### config.mk
export PLATFORM = sky130hd
export DESIGN_NAME = four_level_priority_job_scheduler
export DESIGN_NICKNAME = d
export VERILOG_FILES = /design/src/design/fpjs_pkg.sv /design/src/design/four_level_priority_job_scheduler.sv
export SDC_FILE = /design/constraint.sdc
export NUM_CORES = 2
export LEC_CHECK = 0
export ABC_AREA = 1
export BUFFER_PORTS_ARGS = -buffer_cell sky130_fd_sc_hd__clkbuf_2
export CAP_MARGIN = 20
export CELL_PAD_IN_SITES_DETAIL_PLACEMENT = 1
export CELL_PAD_IN_SITES_GLOBAL_PLACEMENT = 2
export CORE_MARGIN = 1
export CORE_UTILIZATION = 41
export DETAILED_ROUTE_END_ITERATION = 16
export HOLD_SLACK_MARGIN = 0.06
export PLACE_DENSITY = 0.77
export RECOVER_POWER = 25
export SLEW_MARGIN = 10
export SYNTH_ARGS = -nofsm -noshare
export SYNTH_HDL_FRONTEND = slang
export SYNTH_SLANG_ARGS = --single-unit
### constraint.sdc
create_clock -name clock -period 4.7 [get_ports clock]
set_clock_uncertainty 0.1 [all_clocks]
set_input_delay 0.94 -clock clock [delete_from_list [all_inputs] [get_ports clock]]
set_output_delay 0.94 -clock clock [all_outputs]
set_load 0.05 [all_outputs]
### src/design/fpjs_pkg.sv
// Package: sizes, status codes and entry layout for the priority job scheduler.
`timescale 1ns / 1ps
`default_nettype none
package fpjs_pkg;

   // queue geometry
   localparam int QUEUE_DEPTH = 16;
   localparam int NUM_LEVELS  = 4;
   localparam int PTR_W       = (QUEUE_DEPTH > 1) ? $clog2(QUEUE_DEPTH) : 1;
   localparam int COUNT_W     = $clog2(QUEUE_DEPTH + 1);
   localparam int LEVEL_W     = $clog2(NUM_LEVELS);
   localparam int ADDR_W      = $clog2(NUM_LEVELS * QUEUE_DEPTH);
   localparam int ENTRY_W     = 16;
   localparam int TIME_W      = 16;

   localparam logic [TIME_W-1:0] CUTOFF_RESET = 16'd100;
   localparam logic [TIME_W-1:0] TIME_MAX     = 16'hFFFF;
   localparam logic [7:0]        SERVED_MAX   = 8'hFF;

   // item operations
   localparam logic OP_ARRIVAL = 1'b0;
   localparam logic OP_TICK    = 1'b1;

   // result status codes
   localparam logic [2:0] ST_ACCEPTED = 3'd0;
   localparam logic [2:0] ST_DROPPED  = 3'd1;
   localparam logic [2:0] ST_IDLE     = 3'd2;
   localparam logic [2:0] ST_RUNNING  = 3'd3;
   localparam logic [2:0] ST_FINISHED = 3'd4;
   localparam logic [2:0] ST_FLUSHED  = 3'd5;

   // one stored job: run length in the upper byte, id in the lower
   typedef struct packed {
      logic [7:0] run_length;
      logic [7:0] job_id;
   } entry_type;

   // next ring position of a queue pointer
   function automatic logic [PTR_W-1:0] next_slot(input logic [PTR_W-1:0] p);
      logic [PTR_W-1:0] r;
      if (p == PTR_W'(QUEUE_DEPTH - 1)) r = '0;
      else r = p + PTR_W'(1);
      return r;
   endfunction

   // flat memory address of a queue slot
   function automatic logic [ADDR_W-1:0] slot_addr(input logic [LEVEL_W-1:0] q,
                                                    input logic [PTR_W-1:0] p);
      return ADDR_W'(q) * ADDR_W'(QUEUE_DEPTH) + ADDR_W'(p);
   endfunction

endpackage
`default_nettype wire

### src/design/four_level_priority_job_scheduler.sv
// Top level: four-queue non-preemptive priority job scheduler.
//
//   channel | ports                        | handshake
//   --------+------------------------------+------------------------------
//   request | start, busy, req_*           | taken when start & !busy
//   result  | rsp_valid, rsp_*             | one-cycle strobe, no back-pressure
//   config  | csr_valid, csr_ready, csr_data | written when valid & ready
//
// One item per cycle; its result is registered and appears in the cycle after acceptance.
// busy is always low: the queue head of every level is held in a register,
// and a pop refills it from the job memory through its registered read port
// in the next cycle, forwarded when the same queue is popped again at once.
// Synchronous reset empties all queues, clears time and sets cutoff to 100.
// The receiver cannot stall; csr_ready is always high.
`timescale 1ns / 1ps
`default_nettype none
module four_level_priority_job_scheduler (
   input  wire         clock,
   input  wire         reset,
   input  wire         start,
   output logic        busy,
   input  wire         req_op,
   input  wire  [7:0]  req_job_id,
   input  wire  [2:0]  req_level,
   input  wire  [7:0]  req_run_length,
   output logic        rsp_valid,
   output logic [2:0]  rsp_status,
   output logic [7:0]  rsp_run_id,
   output logic [2:0]  rsp_run_level,
   output logic [15:0] rsp_begin_tick,
   output logic [15:0] rsp_finish_tick,
   output logic [15:0] rsp_now_tick,
   input  wire         csr_valid,
   output logic        csr_ready,
   input  wire  [15:0] csr_data
);

   localparam int NL = fpjs_pkg::NUM_LEVELS;

   // job memory and its registered read port
   fpjs_pkg::entry_type mem [0:NL*fpjs_pkg::QUEUE_DEPTH-1];
   fpjs_pkg::entry_type rd_data_ff;

   // queue control
   logic [fpjs_pkg::PTR_W-1:0]   head_ff [NL];
   logic [fpjs_pkg::PTR_W-1:0]   head_in [NL];
   logic [fpjs_pkg::PTR_W-1:0]   tail_ff [NL];
   logic [fpjs_pkg::PTR_W-1:0]   tail_in [NL];
   logic [fpjs_pkg::COUNT_W-1:0] count_ff [NL];
   logic [fpjs_pkg::COUNT_W-1:0] count_in [NL];
   fpjs_pkg::entry_type          cache_ff [NL];
   fpjs_pkg::entry_type          cache_in [NL];
   logic                         pend_ff, pend_in;
   logic [fpjs_pkg::LEVEL_W-1:0] pend_q_ff, pend_q_in;

   // running job
   logic                         running_ff, running_in;
   logic [7:0]                   cur_id_ff, cur_id_in;
   logic [fpjs_pkg::LEVEL_W-1:0] cur_q_ff, cur_q_in;
   logic [7:0]                   cur_req_ff, cur_req_in;
   logic [7:0]                   cur_served_ff, cur_served_in;
   logic [15:0]                  cur_begin_ff, cur_begin_in;
   logic [15:0]                  clock_count_ff, clock_count_in;
   logic [15:0]                  cutoff_ff;

   // result register
   logic        rsp_valid_ff;
   logic [2:0]  status_ff, status_in;
   logic [7:0]  run_id_ff, run_id_in;
   logic [2:0]  run_level_ff, run_level_in;
   logic [15:0] begin_ff, begin_in;
   logic [15:0] finish_ff, finish_in;
   logic [15:0] now_ff;

   // memory access requests
   logic                         wr_en;
   logic [fpjs_pkg::ADDR_W-1:0]  wr_addr;
   logic                         rd_en;
   logic [fpjs_pkg::ADDR_W-1:0]  rd_addr;

   logic                         accept;
   logic [fpjs_pkg::LEVEL_W-1:0] arr_q;
   logic [fpjs_pkg::LEVEL_W-1:0] pick_q;
   logic                         pick_any;
   fpjs_pkg::entry_type          head_val [NL];
   fpjs_pkg::entry_type          pick_entry;
   fpjs_pkg::entry_type          new_entry;
   logic [7:0]                   served_next;

   assign accept    = start && !busy;
   assign busy      = 1'b0;
   assign csr_ready = 1'b1;
   assign arr_q     = fpjs_pkg::LEVEL_W'(req_level - 3'd1);
   assign new_entry = '{run_length: req_run_length, job_id: req_job_id};

   // effective head of each queue, forwarding a refill still in flight
   always_comb begin
      for (int q = 0; q < NL; q++) begin
         if (pend_ff && pend_q_ff == fpjs_pkg::LEVEL_W'(q)) head_val[q] = rd_data_ff;
         else head_val[q] = cache_ff[q];
      end
   end

   // pick the lowest-numbered non-empty level
   always_comb begin
      pick_any = 1'b0;
      pick_q   = '0;
      for (int q = NL - 1; q >= 0; q--) begin
         if (count_ff[q] != '0) begin
            pick_any = 1'b1;
            pick_q   = fpjs_pkg::LEVEL_W'(q);
         end
      end
      pick_entry = head_val[pick_q];
   end

   // process one item
   always_comb begin
      for (int q = 0; q < NL; q++) begin
         head_in[q]  = head_ff[q];
         tail_in[q]  = tail_ff[q];
         count_in[q] = count_ff[q];
         cache_in[q] = cache_ff[q];
      end
      // land a pending refill
      if (pend_ff) cache_in[pend_q_ff] = rd_data_ff;
      pend_in        = 1'b0;
      pend_q_in      = pend_q_ff;
      running_in     = running_ff;
      cur_id_in      = cur_id_ff;
      cur_q_in       = cur_q_ff;
      cur_req_in     = cur_req_ff;
      cur_served_in  = cur_served_ff;
      cur_begin_in   = cur_begin_ff;
      clock_count_in = clock_count_ff;
      status_in      = status_ff;
      run_id_in      = run_id_ff;
      run_level_in   = run_level_ff;
      begin_in       = begin_ff;
      finish_in      = finish_ff;
      wr_en          = 1'b0;
      wr_addr        = fpjs_pkg::slot_addr(arr_q, tail_ff[arr_q]);
      rd_en          = 1'b0;
      rd_addr        = fpjs_pkg::slot_addr(pick_q, fpjs_pkg::next_slot(head_ff[pick_q]));
      served_next    = '0;

      if (accept) begin
         if (req_op == fpjs_pkg::OP_ARRIVAL) begin
            // enqueue or drop
            run_id_in    = req_job_id;
            run_level_in = req_level;
            begin_in     = '0;
            finish_in    = '0;
            if (req_level < 3'd1 || req_level > 3'(NL) ||
                count_ff[arr_q] >= fpjs_pkg::COUNT_W'(fpjs_pkg::QUEUE_DEPTH)) begin
               status_in = fpjs_pkg::ST_DROPPED;
            end else begin
               status_in       = fpjs_pkg::ST_ACCEPTED;
               wr_en           = 1'b1;
               tail_in[arr_q]  = fpjs_pkg::next_slot(tail_ff[arr_q]);
               count_in[arr_q] = count_ff[arr_q] + fpjs_pkg::COUNT_W'(1);
               if (count_ff[arr_q] == '0) cache_in[arr_q] = new_entry;
            end
         end else begin
            status_in    = fpjs_pkg::ST_IDLE;
            run_id_in    = '0;
            run_level_in = '0;
            begin_in     = '0;
            finish_in    = '0;
            if (!running_ff) begin
               if (clock_count_ff >= cutoff_ff) begin
                  // flush every queue
                  if (pick_any) status_in = fpjs_pkg::ST_FLUSHED;
                  for (int q = 0; q < NL; q++) begin
                     head_in[q]  = '0;
                     tail_in[q]  = '0;
                     count_in[q] = '0;
                  end
               end else if (pick_any) begin
                  // start the head job of the chosen level
                  head_in[pick_q]  = fpjs_pkg::next_slot(head_ff[pick_q]);
                  count_in[pick_q] = count_ff[pick_q] - fpjs_pkg::COUNT_W'(1);
                  if (count_ff[pick_q] > fpjs_pkg::COUNT_W'(1)) begin
                     rd_en     = 1'b1;
                     pend_in   = 1'b1;
                     pend_q_in = pick_q;
                  end
                  running_in    = 1'b1;
                  cur_id_in     = pick_entry.job_id;
                  cur_q_in      = pick_q;
                  cur_req_in    = pick_entry.run_length;
                  cur_served_in = '0;
                  cur_begin_in  = clock_count_ff;
               end
            end
            // serve the running job one tick
            if (running_in) begin
               served_next   = (cur_served_in < fpjs_pkg::SERVED_MAX) ?
                               cur_served_in + 8'd1 : cur_served_in;
               cur_served_in = served_next;
               run_id_in     = cur_id_in;
               run_level_in  = 3'(cur_q_in) + 3'd1;
               begin_in      = cur_begin_in;
               if (served_next >= cur_req_in) begin
                  status_in  = fpjs_pkg::ST_FINISHED;
                  finish_in  = clock_count_ff;
                  running_in = 1'b0;
               end else begin
                  status_in  = fpjs_pkg::ST_RUNNING;
               end
            end
            // advance time, saturating
            if (clock_count_ff < fpjs_pkg::TIME_MAX) clock_count_in = clock_count_ff + 16'd1;
         end
      end
   end

   // job memory
   always_ff @(posedge clock) begin
      if (wr_en) mem[wr_addr] <= new_entry;
      if (rd_en) rd_data_ff <= mem[rd_addr];
   end

   // control state
   always_ff @(posedge clock) begin
      if (reset) begin
         for (int q = 0; q < NL; q++) begin
            head_ff[q]  <= '0;
            tail_ff[q]  <= '0;
            count_ff[q] <= '0;
         end
         pend_ff        <= 1'b0;
         running_ff     <= 1'b0;
         cur_id_ff      <= '0;
         cur_q_ff       <= '0;
         cur_req_ff     <= '0;
         cur_served_ff  <= '0;
         cur_begin_ff   <= '0;
         clock_count_ff <= '0;
         cutoff_ff      <= fpjs_pkg::CUTOFF_RESET;
         rsp_valid_ff   <= 1'b0;
      end else begin
         for (int q = 0; q < NL; q++) begin
            head_ff[q]  <= head_in[q];
            tail_ff[q]  <= tail_in[q];
            count_ff[q] <= count_in[q];
         end
         pend_ff        <= pend_in;
         running_ff     <= running_in;
         cur_id_ff      <= cur_id_in;
         cur_q_ff       <= cur_q_in;
         cur_req_ff     <= cur_req_in;
         cur_served_ff  <= cur_served_in;
         cur_begin_ff   <= cur_begin_in;
         clock_count_ff <= clock_count_in;
         if (csr_valid && csr_ready) cutoff_ff <= csr_data;
         rsp_valid_ff   <= accept;
      end
   end

   // payload registers
   always_ff @(posedge clock) begin
      for (int q = 0; q < NL; q++) cache_ff[q] <= cache_in[q];
      pend_q_ff    <= pend_q_in;
      status_ff    <= status_in;
      run_id_ff    <= run_id_in;
      run_level_ff <= run_level_in;
      begin_ff     <= begin_in;
      finish_ff    <= finish_in;
      if (accept) now_ff <= clock_count_ff;
   end

   assign rsp_valid       = rsp_valid_ff;
   assign rsp_status      = status_ff;
   assign rsp_run_id      = run_id_ff;
   assign rsp_run_level   = run_level_ff;
   assign rsp_begin_tick  = begin_ff;
   assign rsp_finish_tick = finish_ff;
   assign rsp_now_tick    = now_ff;

endmodule
`default_nettype wire
After elaboration in Yosys (flattened, before gate mapping)
Memories as Yosys holds them, arrays and structs flattened. A register that Yosys moved wholly into a read port is not among the register bits.
Cells that the tools add are included.
{"block": "word_totals", "input_bits": 40, "mem_bits_rw": 1140, "register_bits": 141, "output_inout_bits": 65, "wordCells": 219, "mem_count": 5}
{"name": "mem", "depth": 64, "width": 16, "read_ports": 1, "rd_clocked_by_memory_dff": 1, "wr": 1, "line_no": "four_level_priority_job_scheduler.sv:41", "text": "fpjs_pkg::entry_type mem [0:NL*fpjs_pkg::QUEUE_DEPTH-1];"}
{"name": "cache_ff", "depth": 4, "width": 16, "read_ports": 4, "rd_clocked_by_memory_dff": 0, "wr": 4, "line_no": "four_level_priority_job_scheduler.sv:51", "text": "fpjs_pkg::entry_type cache_ff [NL];"}
{"name": "count_ff", "depth": 4, "width": 5, "read_ports": 6, "rd_clocked_by_memory_dff": 0, "wr": 4, "line_no": "four_level_priority_job_scheduler.sv:49", "text": "logic [fpjs_pkg::COUNT_W-1:0] count_ff [NL];"}
{"name": "head_ff", "depth": 4, "width": 4, "read_ports": 5, "rd_clocked_by_memory_dff": 0, "wr": 4, "line_no": "four_level_priority_job_scheduler.sv:45", "text": "logic [fpjs_pkg::PTR_W-1:0] head_ff [NL];"}
{"name": "tail_ff", "depth": 4, "width": 4, "read_ports": 5, "rd_clocked_by_memory_dff": 0, "wr": 4, "line_no": "four_level_priority_job_scheduler.sv:47", "text": "logic [fpjs_pkg::PTR_W-1:0] tail_ff [NL];"}
{"block": "op_classes", "muxes": 131, "magnitude_cmp": 14, "eq_ne": 5, "n_reduce_logical": 20, "bitwise_logic": 17, "addsub": 10}
{"cell": "$mux W16", "n": 21}
{"cell": "$mux W64", "n": 5}
{"cell": "$mux W8", "n": 17}
{"cell": "$bwmux W64", "n": 2}
{"cell": "$mux W20", "n": 6}
{"cell": "$mux W4", "n": 20}
{"cell": "$demux W16 S2", "n": 2}
{"cell": "$bwmux W20", "n": 2}
{"cell": "$bmux W16 S2", "n": 1}
{"cell": "$bwmux W16", "n": 2}
{"cell": "$mux W5", "n": 6}
{"cell": "$mux W1", "n": 26}
{"cell": "$mux W3", "n": 8}
{"cell": "$demux W5 S2", "n": 2}
{"cell": "$reduce_bool A5 Y1", "n": 4}
{"cell": "$mux W2", "n": 9}
{"cell": "$add A16 B1 Y16 const B", "n": 1}
{"cell": "$demux W4 S2", "n": 2}
{"cell": "$ge A16 B16 Y1", "n": 1}
{"cell": "$lt A16 B16 Y1 const B", "n": 1}
{"cell": "$add A6 B4 Y6", "n": 2}
{"cell": "$lt A3 B1 Y1 const B", "n": 4}
{"cell": "$or A1 B1 Y1", "n": 12}
{"cell": "$ge A3 B3 Y1 const B", "n": 3}
{"cell": "other kinds (23)", "n": 38}

Depth between registers and ports, before layout
An unclocked memory read counts as a cell.
{"block": "depth", "word_depth": 21, "ltp_mapped": 28, "depth_no_buf": 28}

Least setup slack after synthesis
OpenSTA, ideal clock, no wires.
{"block": "synth_path", "path_type": "input to register", "startpoint": "input req_level[0]", "endpoint": "memory mem[0][0] (netlist name) (enable)", "stages": 13, "arrival_time_ns": 3.634, "required_ns": 4.211, "n_path_buf": 2, "path_slack_ns": 0.577, "setup_time_ns": 0.389, "path_cell_list": "inv_2 buf_2 ha_1 inv_1 a21oi_1 a22oi_1 nand2_1 nor2_1 nand3_1 inv_1 clkbuf_1 nand3_1 nor2_1"}
{"block": "synth_between", "elab_chain_len": 9, "word_cells_on_any_way": 14, "classes_between": "add/sub (2); order compare (3); mux (5); reduce/logical (2); memory (2)"}
{"element": "start: declaration", "line_no": "four_level_priority_job_scheduler.sv:24", "text": "input wire [2:0] req_level,"}
{"element": "$sub A2 B1 Y2", "line_no": "four_level_priority_job_scheduler.sv:93", "text": "assign arr_q = fpjs_pkg::LEVEL_W'(req_level - 3'd1);"}
{"element": "$mem_v2 Z4 W5"}
{"element": "$ge A5 B5 Y1", "line_no": "four_level_priority_job_scheduler.sv:155", "text": "count_ff[arr_q] >= fpjs_pkg::COUNT_W'(fpjs_pkg::QUEUE_DEPTH)) begin"}
{"element": "$logic_or A1 B1 Y1", "line_no": "four_level_priority_job_scheduler.sv:154", "text": "if (req_level < 3'd1 || req_level > 3'(NL) ||"}
{"element": "$mux W1", "line_no": "four_level_priority_job_scheduler.sv:154"}
{"element": "$mux W1", "line_no": "four_level_priority_job_scheduler.sv:148", "text": "if (req_op == fpjs_pkg::OP_ARRIVAL) begin"}
{"element": "$mux W1", "line_no": "four_level_priority_job_scheduler.sv:147", "text": "if (accept) begin"}
{"element": "$mux W1", "line_no": "four_level_priority_job_scheduler.sv:220", "text": "if (wr_en) mem[wr_addr] <= new_entry;"}
{"element": "$mux W1 (implied by the code)", "line_no": "four_level_priority_job_scheduler.sv:220"}
{"element": "end: declaration", "line_no": "four_level_priority_job_scheduler.sv:41"}
Several ways; a longest one is shown, not always the timed one.

Worst setup path in the final report
{"block": "layout_path", "startpoint": "register clock_count_ff[0]", "endpoint": "register finish_ff[7], in the netlist rsp_finish_tick[7] (data pin)"}
{"block": "layout_between", "elab_chain_len": 9, "word_cells_on_any_way": 18, "classes_between": "add/sub (1); order compare (3); mux (13); reduce/logical (1)"}
{"element": "start: declaration", "line_no": "four_level_priority_job_scheduler.sv:63", "text": "logic [15:0] clock_count_ff, clock_count_in;"}
{"element": "start signal: assignment", "line_no": "four_level_priority_job_scheduler.sv:255", "text": "clock_count_ff <= clock_count_in;"}
{"element": "$ge A16 B16 Y1 *", "line_no": "four_level_priority_job_scheduler.sv:171", "text": "if (clock_count_ff >= cutoff_ff) begin"}
{"element": "$mux W8", "line_no": "four_level_priority_job_scheduler.sv:171"}
{"element": "$mux W8", "line_no": "four_level_priority_job_scheduler.sv:170", "text": "if (!running_ff) begin"}
{"element": "$mux W8", "line_no": "four_level_priority_job_scheduler.sv:148"}
{"element": "$mux W8", "line_no": "four_level_priority_job_scheduler.sv:147"}
{"element": "$add A8 B1 Y8 / $lt A8 B8 Y1 (equally long branches)", "line_no": "four_level_priority_job_scheduler.sv:199, four_level_priority_job_scheduler.sv:198"}
{"element": "$mux W8", "line_no": "four_level_priority_job_scheduler.sv:198", "text": "served_next = (cur_served_in < fpjs_pkg::SERVED_MAX) ?"}
{"element": "$ge A8 B8 Y1", "line_no": "four_level_priority_job_scheduler.sv:204", "text": "if (served_next >= cur_req_in) begin"}
{"element": "$reduce_and A3 Y1 (no line) *"}
{"element": "end signal: assignment", "line_no": "four_level_priority_job_scheduler.sv:269", "text": "finish_ff <= finish_in;"}
{"element": "end: declaration", "line_no": "four_level_priority_job_scheduler.sv:72", "text": "logic [15:0] finish_ff, finish_in;"}
Mark *: on every way between the ends. The rest lies on a longest branch, timed or not. The select of a mux whose other input is x is not followed.
A chain may end at the register's enable or synchronous reset.

==> out/qor.yml <==
power_and_ir_drop:
  p_sw_share_pct: 43.5
  power_density_nw_per_um2: 653
  netSwitchingPower_w: 0.0189
  power_frac_seq_pct: 31.1
  p_int_w: 0.0246
  ir_worst_vdd_mv: 0.605
  power.share.clock_pct: 25.6
  leakage_nw: 27.3
  pwr-share-comb_pct: 43.3
status:
  status: "finished, violations left"
  failed_checks: "max-capacitance violations, max-slew violations"
placed_design:
  placed_area_um2: 62100
  post-place-ws_ns: 0.238
  dpl.hpwl_mm: 117
  port_buffers: 102
  gp_congestion: 0.849
min_path:
  worstHoldStart: "csr_data[2]"
  min_path_type: "in2reg"
  holdPathEnd: "cutoff_ff[2]"
  holdPathStages: 3
sta:
  worstMarginPinSlew_ns: 3.35
  slew_viol_final: 428
  setup_ws_ns: 0.452
  fin_tns_setup_ns: 0
  period_share_pct: 90.4
  rsz0062_at_grt: "no"
  hold_violations: 0
  slew-limit-headroom_pct: -123
  fmax_mhz: 235
  min_period_ns: 4.25
  setup_viol: 0
worst_setup_path:
  max_stage_delay_ns: 0.34
  cp_max_fo: 17
  r2r_end: "rsp_finish_tick[7]"
  rr_startpoint: "clock_count_ff[0]"
  cp_slowest_cell: "dfxtp_1"
  cp_data_arrival_time_ns: 4.67
  rr_worst_depth: 26
  path_class: "reg2reg"
  r2r_slack_ns: 0.45
  end_kind: "register"
  startpoint_type: "register"
  required_ns: 5.12
clock_tree:
  numCtsBuffers: 149
  clock_path_buffers: 3
  clk_latency_ns: 0.79
  cts_tree: "built"
  clk_transition_reported_paths_ns: 0.06
  cts-root-buf: "clkbuf_16"
  hold_buffers: 0
  h-tree-depth: 4
  cts.sinks: 1297
layout:
  reg.largest.list: "mem: 1024 flops, cache_ff: 64 flops, count_ff: 20 flops"
  final_cell_mix: "1194 x nand2_1, 1104 x edfxtp_1, 1089 x nand3_1"
  final_util_pct: 47.0
  final_cell_area_um2: 66600
  layout.nets: 6183
  largest_reg_flops: 1024
  drive_gt1_share_pct: 8.36
  top_register: "mem"
  mostFrequentLayoutCell: "nand2_1"
  synthToLayoutAreaGrowth_pct: 13.7
route:
  wl_per_cell_um: 23.1
  drt_iter0_drc: 3189
  ant_nets: 0
  avgViaCountPerCell: 5.34
  wl_mm: 187
  drc: 0
  dr.pass1.iters: 5
  vias: 43279
die:
  start_util_pct: 41.4
  die_w_um: 380
  rows: 138
  floorplan.die_area_um2: 144000
  fp.coreArea_um2: 142000
  die_h_um: 380
  ios: 105
synthesis:
  synthesis.area_um2: 58600
  syn_nets: 6045
  syn_inst: 5968
  synth.distinct_cells: 51
  ys_warn_count: 0
  syn_area_per_cell_um2: 9.81
  synth_edf_count: 1104
  ys.flop_type: "edfxtp_1"
  yosysSeqAreaShare_pct: 63.2
  postSynth.asyncResetShare_pct: 0
  ys_ff_latch: 1297
global_route:
  grt-ovfl-total: 0
  grt_pass1_wl_mm: 281
  grt_pass1_vias: 44294
  grt_util_all_layers_pct: 25.7
  grt_max_degree: 113
  antenna_found_initial: 5
run:
  maxCapViolations: 15
routing by layer:
metal	GRT usage, %	up-vias	share of wire [%]
met4	7.42	2	2.4
met1	35.3	21770	45
met2	42.2	1155	48
li1	-	20105	-
met5	0	-	0.0069
met3	3.88	247	5.4
worst max path at each step:
stage / slack, ns / startpoint / depth (start not counted) / to
after floorplan: 0.58 / req_level[0] / 13 / mem[0][0]
after global placement: 0.26 / req_level[1] / 13 / mem[10][13]
after detailed placement: 0.24 / req_level[1] / 13 / mem[11][6]
after CTS: 0.27 / clock_count_ff[13] / 25 / rsp_finish_tick[7]
after global routing: 0.04 / clock_count_ff[0] / 28 / rsp_finish_tick[7]
final: 0.45 / clock_count_ff[0] / 26 / rsp_finish_tick[7]
cell usage after synthesis (all sizes together), types with 4 or more instances:
cell type	n	share of area (%)
dfxtp	193	6.6
a221oi	9	0.13
buf	207	2.1
o211ai	21	0.27
mux2i	9	0.15
o21ai	216	1.8
ha	37	0.79
xor2	5	0.075
nand2	1202	7.7
nor4	4	0.043
a21oi	153	1.3
clkbuf	123	0.79
inv	1033	6.6
o21bai	4	0.058
xnor2	4	0.060
a22oi	4	0.051
nand3	1093	9.4
a32oi	5	0.075
edfxtp	1104	57
nor2	244	1.6
o22ai	19	0.20
o2111ai	8	0.12
nand3b	230	2.9
nor3	11	0.10
nand4	8	0.085
cell type report:
class	count	area (um2)
antenna	1	2.50
clock buffer	185	3950
clock inverter	78	669
fill	15764	75000
inverter	1035	3910
multi-input combinational	3306	16100
sequential	1297	37000
tap	1890	2360
timing repair buffer	317	2610
power groups by stage:
stage               clock [W]  sequential (W)  combinational (W)
floorplan                   0          0.0140             0.0107
global placement            0          0.0137             0.0187
detailed placement          0          0.0137             0.0188
CTS                    0.0113          0.0135             0.0190
global route           0.0118          0.0136             0.0204
finish                 0.0111          0.0135             0.0188
kinds of logic (layout without fill, tap and decap cells):
group,after synthesis,after routing,synth area share [%]
other,2,3,0.0128
buffers and inverters,1365,1615,9.49
flip-flops,1297,1297,63.2
multiplexers,9,9,0.154
AND/OR/NAND/NOR,2797,2797,22.0
adder cells (fa/ha/maj),37,37,0.791
XOR/XNOR,9,9,0.135
AO/OA/AOI/OAI,452,452,4.25
through the flow:
step	hold WS [ns]	cells	power [W]
2_1_floorplan	0.333	5968	0.0247
3_3_place_gp	0.345	7845	0.0324
3_5_place_dp	0.351	7845	0.0326
4_1_cts	0.240	8108	0.0438
5_1_grt	0.282	8108	0.0457
6_report	0.293	8109	0.0435
repair_timing:
item / in CTS / in global routing
setup buffers: 0 / 0
endpoints found under the setup margin: 0 / 20
gates resized for setup: 0 / 2
critical path: cells and delay by family, from the launching register on:
family / cells / cell delay (ns)
simple gates: 9 / 1.04
flops: 1 / 0.34
fa+ha+maj: 3 / 0.77
compound gates: 8 / 1.16
buf+inv: 6 / 0.54
Note: power is estimated with default switching activity, not from simulation.
